<file path="config.mk">
export PLATFORM = sky130hd
export DESIGN_NAME = otap_ctrl
export DESIGN_NICKNAME = d
export VERILOG_FILES = /design/src/rtl/core/otap_pkg.sv /design/src/rtl/core/otap_ctrl.sv
export SDC_FILE = /design/constraint.sdc
export NUM_CORES = 1
export LEC_CHECK = 0
export ABC_CLOCK_PERIOD_IN_PS = 1000
export BUFFER_PORTS_ARGS = -buffer_cell sky130_fd_sc_hd__buf_2
export CORE_AREA = 2 2 39 41
export CTS_CLUSTER_DIAMETER = 200
export DETAILED_ROUTE_END_ITERATION = 10
export DIE_AREA = 0 0 41 43
export PLACE_DENSITY = 0.31
export RECOVER_POWER = 50
export SKIP_LAST_GASP = 1
export SLEW_MARGIN = 20
export SYNTH_ARGS = -nofsm -noshare
export SYNTH_HDL_FRONTEND = slang
export SYNTH_SLANG_ARGS = --single-unit
</file>
<file path="constraint.sdc">
create_clock -name clock -period 1 [get_ports clock]
set_input_delay 0.15 -clock clock [delete_from_list [all_inputs] [get_ports clock]]
set_output_delay 0.15 -clock clock [all_outputs]
set_load 0.01 [all_outputs]
</file>
<file path="src/rtl/core/otap_pkg.sv">
// Shared types and constants for the ownership table access policy block.
package otap_pkg;

   localparam int OPCODE_W  = 2;
   localparam int INDEX_W   = 12;
   localparam int THREAD_W  = 6;
   localparam int MODE_W    = 2;
   localparam int VERDICT_W = 3;
   localparam int ENTRY_W   = THREAD_W + 1;
   localparam int REQ_W     = 24;
   localparam int RSP_W     = 24;

   // Opcodes
   localparam logic [OPCODE_W-1:0] OP_LOAD    = 2'd0;
   localparam logic [OPCODE_W-1:0] OP_STORE   = 2'd1;
   localparam logic [OPCODE_W-1:0] OP_COMMIT  = 2'd2;
   localparam logic [OPCODE_W-1:0] OP_RELEASE = 2'd3;

   // Run modes; the fourth code behaves as serial
   localparam logic [MODE_W-1:0] RM_OWNERSHIP = 2'd0;
   localparam logic [MODE_W-1:0] RM_BUFFERED  = 2'd1;

   // Verdicts
   localparam logic [VERDICT_W-1:0] V_DIRECT = 3'd0;
   localparam logic [VERDICT_W-1:0] V_BLOCK  = 3'd1;
   localparam logic [VERDICT_W-1:0] V_BUFFER = 3'd2;
   localparam logic [VERDICT_W-1:0] V_SERIAL = 3'd3;
   localparam logic [VERDICT_W-1:0] V_COMMIT = 3'd4;

   // Table entry: shared flag on top, owner below
   localparam logic [ENTRY_W-1:0] SHARED_ENTRY = 7'h40;

   typedef struct packed {
      logic clear_wr;
      logic accept;
      logic mul_en;
      logic mod_en;
      logic rd_en;
      logic upd;
   } otap_cmd_type;

   typedef struct packed {
      logic clear_last;
      logic out_free;
   } otap_sts_type;

endpackage

</file>
<file path="src/rtl/core/otap_ctrl.sv">
// Controller state machine: table clear sweep, then one request at a time.
module otap_ctrl (
   input  logic                  clock,
   input  logic                  reset,
   input  logic                  req_tvalid,
   output logic                  req_tready,
   output otap_pkg::otap_cmd_type cmd,
   input  otap_pkg::otap_sts_type sts
);

   localparam logic [2:0] S_CLEAR = 3'd0;
   localparam logic [2:0] S_IDLE  = 3'd1;
   localparam logic [2:0] S_MUL   = 3'd2;
   localparam logic [2:0] S_MOD   = 3'd3;
   localparam logic [2:0] S_READ  = 3'd4;
   localparam logic [2:0] S_UPD   = 3'd5;

   logic [2:0] state_ff;
   logic [2:0] state_in;

   always_comb begin
      state_in   = state_ff;
      cmd        = '0;
      req_tready = 1'b0;
      case (state_ff)
         S_CLEAR: begin
            cmd.clear_wr = 1'b1;
            if (sts.clear_last) begin
               state_in = S_IDLE;
            end
         end
         S_IDLE: begin
            req_tready = 1'b1;
            cmd.accept = req_tvalid;
            if (req_tvalid) begin
               state_in = S_MUL;
            end
         end
         S_MUL: begin
            cmd.mul_en = 1'b1;
            state_in   = S_MOD;
         end
         S_MOD: begin
            cmd.mod_en = 1'b1;
            state_in   = S_READ;
         end
         S_READ: begin
            cmd.rd_en = 1'b1;
            state_in  = S_UPD;
         end
         S_UPD: begin
            // hold the read entry until the result register can take it
            if (sts.out_free) begin
               cmd.upd  = 1'b1;
               state_in = S_IDLE;
            end
         end
         default: begin
            state_in = S_CLEAR;
         end
      endcase
   end

   always_ff @(posedge clock) begin
      if (reset) begin
         state_ff <= S_CLEAR;
      end else begin
         state_ff <= state_in;
      end
   end

endmodule

</file>
==> metrics.csv, run 1 <==
stage;metric;value;unit
layout;filler cell count;155;
power_and_ir_drop;switch share;26.0;%
route;via count;220;
worst_hold_path;worst hold start;reset;
timing;worst slew pin tran;0.136;ns
route;via/cell ratio;3.73;
route;Routed Wire Length;541;um
power_and_ir_drop;Tot Pwr;0.000463;W
clock_network;# H-tree levels;1;
timing;setup ws final;-0.188;ns
floorplanning;Die ar.;1760;um^2
global_routing;vias in the first global route;215;
global_routing;GRT overflow;0;
timing;Final Hold Vio Count;0;
worst_setup_path;Critical Path AT;1.04;ns
layout;layout cells sized above 1;62.8;%
clock_network;clk_lat worst skew;0.23;ns
worst_setup_path;Startpoint Class;register;
clock_network;post-cts hold buffer count;0;
status;outcome;complete, but fails checks;
route;drc violations;0;
place;Port Buffers;11;
layout;Final Core Density;24.8;%
timing;final setup vio count;7;
power_and_ir_drop;clock power share;44.0;%
clock_network;CTS tree;built;
logic_synthesis;Ys Warns;0;
clock_network;CTS Sinks;3;
power_and_ir_drop;sequential share of power;30.5;%
global_routing;largest net degree at the start of global routing;8;
power_and_ir_drop;internal power;0.000342;W
logic_synthesis;cells after synthesis;25;
floorplanning;Core Box Area;1380;um^2
timing;Fmax achieved;0.842;GHz
timing;skew final;0.000365;ns
power_and_ir_drop;pwr/cell area;1350;nW/um^2
logic_synthesis;Yosys reg bits;3;
worst_setup_path;FF-to-FF Start;state_ff[1];
power_and_ir_drop;combinational power share;25.5;%
timing;fin crit period;1.19;ns
place;Placed Area;280;um^2
timing;WHS;0.115;ns
layout;post-route cell area;343;um^2
worst_setup_path;CP Class;reg2out;
layout;n_diodes;0;
worst_setup_path;reg2reg end;state_ff[1];
logic_synthesis;Syn Area/Cell;7.81;um^2
status;violated checks;setup timing;
worst_setup_path;reg-to-reg setup timing slack;0.07;ns
floorplanning;Top-Level Pins;12;
worst_hold_path;Hold Path Stages;2;
timing;relative slew slack;90.9;%
layout;largest registers;state_ff: 3 flops;
power_and_ir_drop;LEAKAGE;0.161;nW
clock_network;Reg clk slew, reported paths;0.03;ns
floorplanning;DIE WIDTH;41;um
global_routing;global-route wire length before repair;841;um
clock_network;Inserted Clock Buffers;3;
worst_hold_path;Hold Path Sink;state_ff[0];
floorplanning;Initial Utilization;14.1;%
floorplanning;Die Y;43;um
place;GP Congestion;0.660;
flow_run;max_cap viols;0;
timing;Slew Limit Fails;0;
worst_setup_path;critical path fanouts, max;5;
place;Post-DP HPWL;385;um
worst_setup_path;Critical Path End Type;output pin;
layout;final net count;49;
global_routing;gr usage total;7.23;%
route;router iterations before antenna repair;2;
layout;commonest non-fill, non-tap cell in the layout;buf_2;
route;Antenna Nets Post-Route;0;
logic_synthesis;post-synthesis sequential area ratio;30.8;%
layout;area delta synth->final;75.6;%
logic_synthesis;Mapped Area;195;um^2
route;DR iter-0 viols;3;
power_and_ir_drop;Max rail drop VDD;0.000297;V
power_and_ir_drop;net switching power figure;0.000120;W
timing;final period utilization;119;%
clock_network;CTS max path bufs;2;
worst_hold_path;HP Class;in2reg;
logic_synthesis;synth unique cells;18;
worst_setup_path;R2R depth;4;
global_routing;antenna violations before repair;0;
layout;most frequent cells in the layout;buf_2, buf_4, nor2_1;
layout;number of flip-flops in the largest register;3;
floorplanning;number of core rows;14;
route;drt wl/cell;9.17;um
timing;unrepaired setup endpoints after global routing;true;
layout;largest register by flop count;state_ff;
logic_synthesis;Syn Nets;30;
clock_network;Root Driver;clkbuf_4;
worst_setup_path;worst path required time;0.85;ns
[critical path: stages (launching register included)]
cell and delay [ns]:
dfxtp_4 0.36, nor3b_4 0.19, and2_1 0.14, buf_2 0.12
[through the flow]
step                cells  TNS (ns)  worst slack, ns
global placement       53   -0.0518          -0.0457
global route           59     -1.30           -0.263
floorplan              25         0          0.00427
CTS                    58     -1.02           -0.191
detailed placement     53   -0.0579          -0.0343
finish                 59    -0.930           -0.188
[logic make-up after synthesis]
| group | share of synthesized area (%) |
|---|---|
| simple gates | 43.0 |
| compound gates | 14.7 |
| flops | 30.8 |
| buf+inv | 11.5 |
[power by group through the flow]
stage	Clock, W	Combinational [W]	Sequential, W
after floorplan	0	0.0000690	0.000136
after global placement	0	0.000102	0.000146
after detailed placement	0	0.000100	0.000146
after CTS	0.000213	0.000109	0.000142
after global routing	0.000222	0.000129	0.000143
final	0.000204	0.000118	0.000141
[how the worst max path moves through the flow]
stage | start | end | slack [ns] | cells past startpoint
floorplan | state_ff[0] | cmd[4] | 0.004 | 3
global placement | state_ff[0] | cmd[4] | -0.05 | 3
detailed placement | state_ff[0] | cmd[4] | -0.03 | 3
CTS | state_ff[1] | cmd[4] | -0.19 | 3
global route | state_ff[1] | cmd[4] | -0.26 | 3
finish | state_ff[1] | cmd[4] | -0.19 | 3
[final cells by class]
cell class	instances	area, um^2	share of cell area [%]
Multi-Input combinational cell	19	129	37.6
Timing Repair Buffer	16	92.6	27.0
Sequential cell	3	71.3	20.8
Clock buffer	4	26.3	7.66
Tap cell	16	20.0	5.84
Inverter	1	3.75	1.09
[metal layers]
layer / vias to the layer above / global-route usage [%] / part of all wire (%)
li1: 122 / - / -
met5: - / 0 / 0
met4: 0 / 6.00 / 0
met2: 8 / 10.0 / 47
met3: 0 / 1.57 / 3.7
met1: 90 / 9.00 / 49
[cell usage after synthesis]
master    n  share of area, %
o21a_1    1               3.8
and3b_1   1               4.5
nand3b_1  1               3.8
o21ai_0   1               2.6
nor3b_2   1               6.4
nor2b_1   1               3.2
o21ai_1   1               2.6
inv_2     1               1.9
a31oi_1   1               3.2
buf_6     1               5.8
nor3_2    1               5.1
nand2_1   2               3.8
nor2_1    4               7.7
buf_4     1               3.8
and2_1    1               3.2
a21oi_1   1               2.6
dfxtp_1   3                31
nor3_1    2               5.1
[timing repair]
item,in CTS,in global routing
pin swaps,1,1
resized for setup,7,1
setup buffers,1,1
endpoints found under the setup margin,8,7
Note: power is estimated with default switching activity, not from simulation.
==> run 2, diff against run 1 <==
ABC_AREA = 1   (was unset)
PLACE_DENSITY = 0.33   (was 0.31)
==> run 2 against run 1 <==
The run still ends with setup timing left. Cell area increased by 15%. Register-to-register slack lost 0.17 ns. Worst setup slack improved by 0.019 ns. Maximum frequency grew 1.6%. Total power grew 22%. Sequential cell count unchanged. Utilization up 3.8 points. Wire length is 4.6% higher. First-iteration DRC count is 67% higher.
==> metrics.csv, run 2 <==
stage;metric;value;unit;change
status;outcome;complete, but fails checks;;
status;violated checks;setup timing;;
worst_setup_path;Buf/Inv on CP;1;;unchanged
worst_setup_path;Startpoint Class;register;;
global_routing;largest net degree at the start of global routing;8;;unchanged
clock_network;Reg clk slew, reported paths;0.03;ns;about the same
logic_synthesis;Syn Area/Cell;6.18;um^2;-21%
logic_synthesis;Post-synth EDFFs;0;;unchanged
logic_synthesis;area leader, netlist;dfxtp_1;;
worst_setup_path;critical path fanouts, max;7;;+2
route;DR iter-0 viols;5;;+2
power_and_ir_drop;Max rail drop VDD;0.000358;V;+20%
floorplanning;number of core rows;14;;unchanged
timing;final setup vio count;9;;+2
clock_network;# H-tree levels;1;;unchanged
place;Post-DP HPWL;452;um;+17%
global_routing;antenna violations before repair;0;;unchanged
logic_synthesis;synth top area cells;dfxtp_1, nor2_1, inv_1;;
logic_synthesis;Ys Warns;0;;unchanged
clock_network;CTS Sinks;3;;unchanged
layout;post-route cell area;395;um^2;+15%
route;Antenna Nets Post-Route;0;;unchanged
timing;unrepaired setup endpoints after global routing;true;;
logic_synthesis;post-synth top area share;27.7;%;-3.0 points
global_routing;GRT overflow;0;;unchanged
timing;Fmax achieved;0.855;GHz;+1.6%
logic_synthesis;Compound-Gate Fraction of Synth Area;4.62;%;-10 points
timing;final period utilization;117;%;-1.9 points
clock_network;Root Driver;clkbuf_4;;
clock_network;CTS max path bufs;2;;unchanged
global_routing;gr usage total;8.43;%;+1.2 points
layout;most frequent cells in the layout;buf_2, inv_1, nor2_1;;
layout;area delta synth->final;82.7;%;
floorplanning;Die ar.;1760;um^2;unchanged
floorplanning;Core Box Area;1380;um^2;unchanged
timing;skew final;0.000459;ns;+0.0000932 ns
floorplanning;Top-Level Pins;12;;unchanged
route;drc violations;0;;unchanged
logic_synthesis;Syn Nets;40;;+33%
logic_synthesis;synth unique cells;12;;-6
layout;largest registers;state_ff: 3 flops;;
worst_setup_path;worst path required time;0.85;ns;about the same
layout;commonest non-fill, non-tap cell in the layout;buf_2;;
worst_setup_path;max incr delay on CP;0.38;ns;+0.02 ns
timing;WHS;0.116;ns;+0.000848 ns
clock_network;Inserted Clock Buffers;3;;unchanged
layout;largest register by flop count;state_ff;;
clock_network;clk_lat worst skew;0.23;ns;about the same
clock_network;CTS tree;built;;
worst_setup_path;Critical Path AT;1.02;ns;-0.02 ns
timing;fin crit period;1.17;ns;-0.0187 ns
floorplanning;Initial Utilization;15.6;%;+1.5 points
timing;relative slew slack;88.2;%;-2.6 points
timing;Slew Limit Fails;0;;unchanged
layout;number of flip-flops in the largest register;3;;unchanged
place;GP Congestion;0.710;;+7.6%
route;via count;272;;+24%
route;via/cell ratio;3.94;;+5.7%
logic_synthesis;post-synthesis mux area share;0;%;unchanged
worst_setup_path;CP Class;reg2out;;
global_routing;vias in the first global route;211;;-1.9%
flow_run;max_cap viols;0;;unchanged
worst_setup_path;Critical Path End Type;output pin;;
timing;worst slew pin tran;0.177;ns;+0.0409 ns
logic_synthesis;Post-Synth Adder-Cell Area;0;%;unchanged
power_and_ir_drop;LEAKAGE;0.201;nW;+25%
logic_synthesis;most frequent cell after synthesis;nor2_1;;
logic_synthesis;Synth top cells by count;nor2_1, inv_1;;
worst_setup_path;CP Cell Sequence;nor2_4 > nand2_2 > nor2_1 > buf_2;;
logic_synthesis;Mapped Area;216;um^2;+11%
timing;Final Hold Vio Count;0;;unchanged
route;router iterations before antenna repair;2;;unchanged
layout;layout cells sized above 1;67.9;%;+5.1 points
timing;Setup TNS;-1.05;ns;-0.121 ns
logic_synthesis;cells after synthesis;35;;+40%
floorplanning;DIE WIDTH;41;um;unchanged
logic_synthesis;xor and xnor area share after synthesis;0;%;unchanged
place;Port Buffers;11;;unchanged
timing;setup ws final;-0.169;ns;+0.0187 ns
logic_synthesis;Post-Synth Simple-Gate Area;52.0;%;+9.1 points
worst_setup_path;cell family with most CP delay;flip-flops;;
power_and_ir_drop;pwr/cell area;1430;nW/um^2;+6.1%
logic_synthesis;most common flop cell mapped by yosys;dfxtp_1;;
floorplanning;Die Y;43;um;unchanged
place;Placed Area;304;um^2;+8.5%
logic_synthesis;largest family of logic cells by synthesized area;simple AND/OR/NAND/NOR gates;;
route;Routed Wire Length;566;um;+4.6%
logic_synthesis;post-synthesis sequential area ratio;27.7;%;-3.0 points
worst_hold_path;HP Class;in2reg;;
route;drt wl/cell;8.20;um;-11%
logic_synthesis;ys async rst share;0;%;unchanged
worst_setup_path;crit path max-delay cell type;dfxtp_4;;
layout;final net count;59;;+20%
layout;n_diodes;0;;unchanged
logic_synthesis;Yosys reg bits;3;;unchanged
global_routing;global-route wire length before repair;897;um;+6.7%
run 2: per-stage QoR:
| stage | instances | util [%] | worst slack [ns] | power, W |
|---|---|---|---|---|
| CTS | 68 | 27.4 | -0.182 | 0.000569 |
| floorplan | 35 | - | 0.0278 | 0.000249 |
| detailed placement | 63 | 22.0 | -0.0490 | 0.000305 |
| global placement | 63 | 22.0 | -0.0715 | 0.000307 |
| finish | 69 | 28.6 | -0.169 | 0.000566 |
| global route | 69 | 28.6 | -0.249 | 0.000616 |
run 2: cells by family (layout without fill, tap and decap cells):
family,Yosys count,in the layout
AO/OA/AOI/OAI,2,2
buffers and inverters,9,27
flip-flops,3,3
AND/OR/NAND/NOR,21,21
run 2: final timing paths:
path	slack (ns)	from	cells past startpoint	endpoint
worst max-delay path	-0.17	state_ff[2]	4	cmd[4]
worst min-delay path	0.12	reset	2	state_ff[2]
worst max register to register	-0.10	state_ff[2]	7	state_ff[0]
worst min register to register	0.61	state_ff[1]	3	state_ff[0]
run 2: layer usage:
metal  GRT usage (%)  part of all wire, %  vias up
li1                -                    -      145
met1            11.2                   46      114
met2            8.75                   43       11
met3            3.14                  9.2        2
met4            10.0                  1.4        0
met5               0                    0        -
run 2: cell type report:
type	count	area, um^2
clock buffers	4	26.3
fillers	175	988
inverters	9	38.8
multi-input cells	23	151
flip-flops and latches	3	71.3
well taps	16	20.0
repair buffers	14	87.6
run 2: report_power, final:
group	total, W	internal, W	switching (W)
clock	0.000206	0.000149	0.0000564
sequential	0.000156	0.000133	0.0000234
combinational	0.000204	0.0000978	0.000107
total	0.000566	0.000380	0.000186
run 2: timing repair:
| action | in CTS | in global routing |
|---|---|---|
| hold buffers | 0 | 0 |
| buffers inserted | 1 | 1 |
| gates resized for setup | 15 | 2 |
| setup endpoints to repair | 9 | 10 |
| pin swaps | 2 | 6 |
| hold endpoints to repair | 0 | 0 |
==> run 3, diff against run 2 <==
BUFFER_PORTS_ARGS = unset   (was -buffer_cell sky130_fd_sc_hd__buf_2)
DONT_BUFFER_PORTS = 1   (was unset)
GPL_TIMING_DRIVEN = 0   (was unset)
PLACE_DENSITY = 0.3   (was 0.33)
SETUP_SLACK_MARGIN = 0.05   (was unset)
==> run 3 against run 2 <==
The run still ends with setup timing left. Worst setup slack better by 0.074 ns. Sequential share of layout area is 1.3 points higher. Clock skew is 0.00080 ns higher. Global-route usage is 0.092 points higher. Die area stayed put. First-iteration DRC count is 100% lower. Combinational power is 10% lower. Critical endpoint unchanged. Sequential cell count stayed put. Critical path type unchanged. Total power is 2.0% lower. Largest cell class unchanged. Critical path depth stayed put.
==> metrics.csv, run 3 (synthesis gave the netlist of run 2 again) <==
stage;metric;value;unit;change
status;outcome;complete, but fails checks;;
status;violated checks;setup timing;;
timing;Fmax achieved;0.913;GHz;+6.8%
route;router iterations before antenna repair;1;;-1
layout;final net count;48;;-19%
layout;number of flip-flops in the largest register;3;;unchanged
floorplanning;number of core rows;14;;unchanged
worst_setup_path;max incr delay on CP;0.38;ns;about the same
layout;post-route cell area;368;um^2;-7.0%
layout;commonest non-fill, non-tap cell in the layout;nor2_2;;
timing;worst slew pin tran;0.221;ns;+0.0443 ns
worst_setup_path;Critical Path AT;0.94;ns;-0.08 ns
timing;fin crit period;1.09;ns;-0.0739 ns
global_routing;antenna violations before repair;0;;unchanged
power_and_ir_drop;LEAKAGE;0.147;nW;-27%
layout;n_diodes;0;;unchanged
route;via count;244;;-10%
global_routing;largest net degree at the start of global routing;8;;unchanged
place;Setup WS pre-CTS;-0.0981;ns;-0.0492 ns
worst_setup_path;worst path required time;0.85;ns;about the same
layout;area delta synth->final;69.9;%;
route;DR iter-0 viols;0;;-5
place;Port Buffers;0;;-11
power_and_ir_drop;internal power;0.000350;W;-7.8%
timing;Slew Limit Fails;0;;unchanged
floorplanning;DIE WIDTH;41;um;unchanged
worst_setup_path;Critical Path End Type;output pin;;
route;Antenna Nets Post-Route;0;;unchanged
power_and_ir_drop;Max rail drop VDD;0.000479;V;+34%
clock_network;Root Driver;clkbuf_4;;
power_and_ir_drop;pwr/cell area;1510;nW/um^2;+5.4%
power_and_ir_drop;switch share;36.9;%;+4.0 points
global_routing;GRT overflow;0;;unchanged
clock_network;CTS Sinks;3;;unchanged
route;via/cell ratio;4.21;;+6.7%
floorplanning;Die ar.;1760;um^2;unchanged
floorplanning;Core Box Area;1380;um^2;unchanged
timing;Final Hold Vio Count;0;;unchanged
worst_hold_path;HP Class;in2reg;;
timing;final period utilization;109;%;-7.4 points
timing;skew final;0.00126;ns;+0.000803 ns
flow_run;max_cap viols;0;;unchanged
floorplanning;Top-Level Pins;12;;unchanged
power_and_ir_drop;net switching power figure;0.000205;W;+10%
route;drt wl/cell;10.6;um;+29%
layout;most frequent cells in the layout;nor2_2, inv_1;;
worst_setup_path;R2R depth;6;;-1
timing;setup ws final;-0.0950;ns;+0.0739 ns
worst_hold_path;Hold Path Stages;3;;+1
layout;layout cells sized above 1;69.0;%;+1.1 points
power_and_ir_drop;clock power share;37.9;%;+1.6 points
global_routing;gr usage total;8.52;%;+0.092 points
worst_setup_path;CP Cell Sequence;inv_4 > nor2_4 > nand2_2 > nor2_4;;
clock_network;Reg clk slew, reported paths;0.03;ns;about the same
clock_network;CTS max path bufs;2;;unchanged
power_and_ir_drop;sequential share of power;29.1;%;+1.5 points
clock_network;# H-tree levels;1;;unchanged
layout;largest registers;state_ff: 3 flops;;
timing;final setup vio count;9;;unchanged
place;Post-DP HPWL;424;um;-6.2%
global_routing;global-route wire length before repair;931;um;+3.8%
power_and_ir_drop;combinational power share;32.9;%;-3.2 points
floorplanning;Initial Utilization;15.6;%;unchanged
place;Placed Area;245;um^2;-19%
worst_setup_path;Startpoint Class;register;;
worst_setup_path;crit path max-delay cell type;dfxtp_4;;
route;drc violations;0;;unchanged
layout;largest register by flop count;state_ff;;
worst_setup_path;critical path fanouts, max;4;;-3
place;GP Congestion;0.708;;-0.30%
timing;unrepaired setup endpoints after global routing;true;;
floorplanning;Die Y;43;um;unchanged
worst_setup_path;CP Class;reg2out;;
global_routing;vias in the first global route;247;;+17%
worst_setup_path;cell mode on critical path;nor2_4;;
timing;relative slew slack;85.2;%;-3.0 points
clock_network;Inserted Clock Buffers;3;;unchanged
clock_network;clk_lat worst skew;0.23;ns;about the same
clock_network;CTS tree;built;;
route;Routed Wire Length;615;um;+8.7%
[run 3: final timing paths]
path,startpoint,endpoint,slack [ns]
hold / removal,reset,state_ff[0],0.08
hold reg to reg,state_ff[1],state_ff[0],0.64
setup / recovery,state_ff[0],cmd[4],-0.09
setup reg to reg,state_ff[2],state_ff[0],-0.03
[run 3: cell type report]
class                      count  area [um^2]
clock buffer                   4         26.3
fill                         163         1020
inverter                       9         38.8
multi-input combinational     23          186
sequential                     3         71.3
tap                           16         20.0
timing repair buffer           3         25.0
[run 3: power groups by stage]
stage / registers (W) / clock network (W) / logic, W
CTS: 0.000158 / 0.000227 / 0.000183
finish: 0.000162 / 0.000211 / 0.000183
global route: 0.000164 / 0.000228 / 0.000200
global placement: 0.000153 / 0 / 0.000117
floorplan: 0.000148 / 0 / 0.000103
detailed placement: 0.000153 / 0 / 0.000118
[run 3: per-stage QoR]
| step | TNS, ns | std cells | utilization, % | power [W] | hold WS (ns) |
|---|---|---|---|---|---|
| after floorplan | 0 | 35 | - | 0.000251 | 0.212 |
| after global placement | -0.199 | 51 | 17.7 | 0.000270 | 0.222 |
| after detailed placement | -0.216 | 51 | 17.7 | 0.000272 | 0.221 |
| after CTS | -0.713 | 58 | 25.9 | 0.000568 | 0.0730 |
| after global routing | -0.998 | 58 | 26.6 | 0.000591 | 0.0950 |
| final | -0.550 | 58 | 26.6 | 0.000555 | 0.0830 |
[run 3: per-layer routing]
layer  vias to the layer above  part of all wire [%]  GRT usage (%)
met3                         2                   7.5           1.57
met5                         -                     0              0
met1                       111                    43           8.63
met4                         0                   2.3           10.0
met2                        10                    47           12.5
li1                        121                     -              -
[run 3: timing repair]
item                                    CTS  global route
endpoints found under the hold margin     2             0
hold buffers                              1             0
pin swaps                                 6             3
setup buffers                             2             0
endpoints found under the setup margin   10            10
gates resized for setup                  20             2
[run 3: critical path, delay by kind of cell (launching register included)]
| kind | cells | cell delay [ns] |
|---|---|---|
| simple gates | 3 | 0.28 |
| buf+inv | 1 | 0.05 |
| flops | 1 | 0.38 |
